$ cat src/dsdf_pkg.sv
`timescale 1ns / 1ps

package dsdf_pkg;

   localparam int MAX_SOURCE_DIM = 256;
   localparam int DOWNSCALE      = 16;
   localparam int SEARCH_CAP     = 128;

   localparam int COORD_W = 8;                  // bits of one source coordinate
   localparam int ADDR_W  = 2 * COORD_W;        // bit store address
   localparam int DIM_W   = 9;                  // width and height registers
   localparam int POS_W   = 10;                 // signed working coordinates
   localparam int DSQ_W   = 16;                 // squared distance
   localparam int ROOT_W  = 8;                  // floor square root of DSQ_W bits

   localparam int CSR_IDX_W  = 2;
   localparam int CSR_DATA_W = 9;

   localparam logic [CSR_IDX_W-1:0] CSR_SOURCE_WIDTH   = 2'd0;
   localparam logic [CSR_IDX_W-1:0] CSR_SOURCE_HEIGHT  = 2'd1;
   localparam logic [CSR_IDX_W-1:0] CSR_WRAP_ENABLE    = 2'd2;
   localparam logic [CSR_IDX_W-1:0] CSR_GRAY_THRESHOLD = 2'd3;

   localparam logic KIND_LOAD  = 1'b0;
   localparam logic KIND_QUERY = 1'b1;

   localparam logic [7:0] CODE_MID_BG = 8'd128;
   localparam logic [7:0] CODE_MID_FG = 8'd127;
   localparam logic [7:0] CODE_MAX    = 8'd255;

   typedef enum logic [2:0] {
      ST_IDLE,
      ST_NORM,
      ST_CTR_RD,
      ST_CTR_WT,
      ST_SCAN,
      ST_DRAIN,
      ST_ROOT,
      ST_OUT
   } state_type;

endpackage

$ cat src/dsdf_isqrt.sv
`timescale 1ns / 1ps

module dsdf_isqrt (
   input  logic                         clock,
   input  logic                         reset,
   input  logic                         start,
   input  logic [dsdf_pkg::DSQ_W-1:0]   value,
   output logic                         done,
   output logic [dsdf_pkg::ROOT_W-1:0]  root
);
   import dsdf_pkg::*;

   logic             busy_ff, busy_in;
   logic [DSQ_W-1:0] v_ff, v_in;
   logic [DSQ_W-1:0] r_ff, r_in;
   logic [DSQ_W-1:0] bit_ff, bit_in;
   logic [DSQ_W-1:0] trial;

   // One result bit per cycle, digit by digit.
   always_comb begin
      trial   = r_ff + bit_ff;
      busy_in = busy_ff;
      v_in    = v_ff;
      r_in    = r_ff;
      bit_in  = bit_ff;
      done    = busy_ff && (bit_ff == '0);
      if (start) begin
         busy_in = 1'b1;
         v_in    = value;
         r_in    = '0;
         bit_in  = DSQ_W'(1) << (DSQ_W - 2);
      end else if (busy_ff) begin
         if (bit_ff == '0) begin
            busy_in = 1'b0;
         end else begin
            if (v_ff >= trial) begin
               v_in = v_ff - trial;
               r_in = (r_ff >> 1) + bit_ff;
            end else begin
               r_in = r_ff >> 1;
            end
            bit_in = bit_ff >> 2;
         end
      end
   end

   always_ff @(posedge clock) begin
      if (reset) begin
         busy_ff <= 1'b0;
      end else begin
         busy_ff <= busy_in;
      end
      v_ff   <= v_in;
      r_ff   <= r_in;
      bit_ff <= bit_in;
   end

   assign root = r_ff[ROOT_W-1:0];

endmodule

$ cat config.mk
export PLATFORM = sky130hd
export DESIGN_NAME = dsdf_isqrt
export DESIGN_NICKNAME = d
export VERILOG_FILES = /design/src/dsdf_pkg.sv /design/src/dsdf_isqrt.sv
export SDC_FILE = /design/constraint.sdc
export NUM_CORES = 1
export LEC_CHECK = 0
export BUFFER_PORTS_ARGS = -buffer_cell sky130_fd_sc_hd__buf_4
export CAP_MARGIN = 5
export CORE_AREA = 2 2 91 93
export DETAILED_ROUTE_END_ITERATION = 10
export DIE_AREA = 0 0 93 95
export GPL_ROUTABILITY_DRIVEN = 0
export HOLD_SLACK_MARGIN = 0.02
export PLACE_DENSITY = 0.65
export SYNTH_ARGS = -nofsm -noshare
export SYNTH_HDL_FRONTEND = slang
export SYNTH_SLANG_ARGS = --single-unit
export TNS_END_PERCENT = 20
$ cat constraint.sdc
create_clock -name clock -period 6 [get_ports clock]
set_input_delay 0.3 -clock clock [delete_from_list [all_inputs] [get_ports clock]]
set_output_delay 0.3 -clock clock [all_outputs]
set_load 0.1 [all_outputs]
==> results.md <==
- Die width: 93 µm
- Most frequent cells in the layout: nand2_1 (40), ha_1 (34), nor2_1 (31)
- Initial Util: 43.6%
- Clk buf depth: 2
- TNS Setup: 0 ps
- Core ar.: about 8000 µm²
- DRT Wirelength: 7940 µm
- Warnings, synthesis: 0
- Layout cells sized above 1: 13.6%
- Initial antenna violation count: 0
- CTS buffer count: 5
- Data required time of the critical path: 6060 ps
- DRT iter0 DRCs: 146
- Worst setup SP type: flop
- Fill cells: 804
- Mapped Nets: 448
- TritonCTS clock tree: done
- Arrival time worst endpoint: roughly 4400 ps
- Crit-path cells: ha_1 -> a31oi_1 -> a211oi_1 -> a2111oi_1 -> xor2_1 -> ha_1 -> a21o_1 -> a21o_1 -> or3_1 -> o21ai_2 -> o21ai_1 -> buf_4
- Tmin final: 4290 ps
- Fin cells: 510
- CP max stage delay: 580 ps
- Placed inst area: 3660 µm²
- Tot GR Track Use: 18.9%
- Critical-path maximum fanout: 16
- Critical-path top delay cell: a2111oi_1
- Fin crit share: 71.6%
- CP Capture Type: flop
- Power, Total: 1420 µW
- HP Start: reset
- Synthesized area: approximately 3500 µm²
- Worst setup path class: reg -> reg
- FP Rows: 33
- Fin Hold WS: 129 ps
- Antenna Nets Post-Route: 0
- Root buf cell: clkbuf_8
- Post-synth EDFFs: 16
- Global-route wire length before repair: 13200 µm
- Pin count of the biggest net entering global routing: 50
- Vias per cell: ~5.7
- Leakage power: 0.00150 µW
- Reg-to-reg slack, setup: 1710 ps
- Detailed Place HPWL: 5830 µm
- Outcome: complete, no violations
- Commonest non-fill, non-tap cell in the layout: nand2_1
- I/O Pins: 28
- Num Clock Sinks: 41
- Post-Synthesis Cells: between 300 and 400
- Layout area overhead: 9.20%
- DRC Markers: 0
- Synth unique cells: between 60 and 70
- # port buffers: 27
- Max Fclk: 233 MHz
- Worst Hold Path Cells: 2
- Final setup viols: 0
- Die area: 8840 µm²
- Worst hold path endpoint: busy_ff$_SDFF_PP0_
- Die Height: ~95 µm
- Max Slew Vio Count: 0
- Post-synthesis async set-or-reset flop share: 0%
- Reg2reg end: v_ff[5]$_DFFE_PP_
- Worst min path class: in -> reg
- Worst-Skew Late Latency: between 300 and 400 ps
- Vias in the first global route: 2739
- Post-synthesis sequential area ratio: 28.4%
- Worst r2r src: bit_ff[2]$_SDFFE_PP0P_
- Dpl cells: 502
- Drt pass-1 iters: 4
- Seq cells post-synth: a little over 40
- Design Area, Final: 3770 µm²
- Slew headroom: 52.1%
- H-tree levels: 2
- Postcts setup bufs: 0
- Hold Fails Final Rpt: 0
- Final-stage net count: 458
- R2R depth: 12
- CTS resizes: 0
- DR vias: 2915
- Gr busiest metal: met2
- Aggregate global routing overflow: 0
- Post-CTS Hold Fix Bufs: 0
- Global Route met3 Usage: 3.19%
- Clock skew: 4.67 ps
- GR Util met2: 31.4%
- Post-synth top flop: dfxtp_1
- Drt wl/cell: 15.6 µm
- Slew @ Worst Pin: 718 ps
- ANT cells: 0
- Clock slew at reported path FFs: 90 ps
- Max cap viols: 0
- RSZ-0062 raised after global routing: no
- Met1 Usage GRT: about a quarter
- Power Density: 377 nW/µm²
- Post-Syn Area per Cell: around 8.8 µm²
- Max VDD drop: 122 µV
kinds of logic (layout without fill, tap and decap cells):
| family | after synthesis | count (layout) | synth area share (%) |
|---|---|---|---|
| AOI/OAI and AO/OA | 124 | 124 | 26.2 |
| buffers and inverters | 36 | 47 | 5.29 |
| and+or+nand+nor | 113 | 113 | 15.4 |
| muxes | 11 | 11 | 3.26 |
| DFF | 41 | 41 | 28.4 |
| adders and majority gates | 35 | 35 | 12.9 |
| xor gates and xnor gates | 34 | 34 | 8.62 |
how the worst max path moves through the flow:
stage,from,end,slack (ps),depth (start not counted)
2_1_floorplan,bit_ff[0]$_SDFFE_PP0P_,v_ff[0]$_DFFE_PP_,1450,16
3_3_place_gp,r_ff[2]$_SDFFE_PP0P_,v_ff[3]$_DFFE_PP_,1830,12
3_5_place_dp,r_ff[2]$_SDFFE_PP0P_,v_ff[6]$_DFFE_PP_,1740,12
4_1_cts,r_ff[2]$_SDFFE_PP0P_,v_ff[5]$_DFFE_PP_,1710,12
5_1_grt,r_ff[2]$_SDFFE_PP0P_,v_ff[5]$_DFFE_PP_,1450,12
6_report,bit_ff[2]$_SDFFE_PP0P_,v_ff[5]$_DFFE_PP_,1710,12
worst max-delay path: cells and delay by family (launching register included):
family,cells,cell delay (ps)
compound gates,7,2070
fa+ha+maj,2,670
simple gates,1,470
flops,1,430
buf+inv,1,250
xor+xnor,1,140
final cells by class:
type / instances / area [µm²] / share of cell area [%]
clock inverters: 1 / 6.26 / 0.166
multi-input cells: 317 / 2290 / 60.7
repair buffers: 29 / 218 / 5.77
flip-flops and latches: 41 / 981 / 26.0
clock buffers: 7 / 108 / 2.85
well taps: 105 / 131 / 3.48
inverters: 10 / 37.5 / 0.995
layer usage:
| metal | vias up | share of wire, % |
|---|---|---|
| met2 | 50 | 47 |
| met3 | 6 | 4.2 |
| met1 | 1367 | 48 |
| li1 | 1492 | - |
| met4 | 0 | 1.0 |
| met5 | - | 0 |
report_power, final:
part	internal, µW	switching [µW]	total [µW]
Sequential	362	45.6	407
Combinational	310	473	783
Clock	119	114	233
Total	791	633	1420
sequential cells by signal (all words and copies together) (netlist names):
name     count
busy_ff      1
r_ff        16
bit_ff       8
v_ff        16
cells in the mapped netlist, types with 8 or more instances:
cell,instances,area share (%)
mux2i_1,9,2.6
clkbuf_1,10,1.1
a21o_1,11,2.4
a31oi_1,8,1.4
edfxtp_1,16,14
ha_1,34,12
o211ai_1,12,2.6
a211oi_1,9,2.0
a21oi_1,19,2.8
nand2_1,40,4.3
o21ai_0,21,3.0
dfxtp_1,25,14
xor2_1,22,5.6
nor2_1,31,3.4
buf_4,9,2.0
inv_1,10,1.1
xnor2_1,12,3.0
metrics by stage:
| stage | util (%) | worst slack [ps] |
|---|---|---|
| finish | 47.6 | 1710 |
| detailed placement | 46.1 | 1740 |
| floorplan | - | 1450 |
| global route | 47.6 | 1450 |
| global placement | 46.1 | 1830 |
| CTS | 47.6 | 1710 |
No activity file was read; power rests on OpenSTA's default activity.
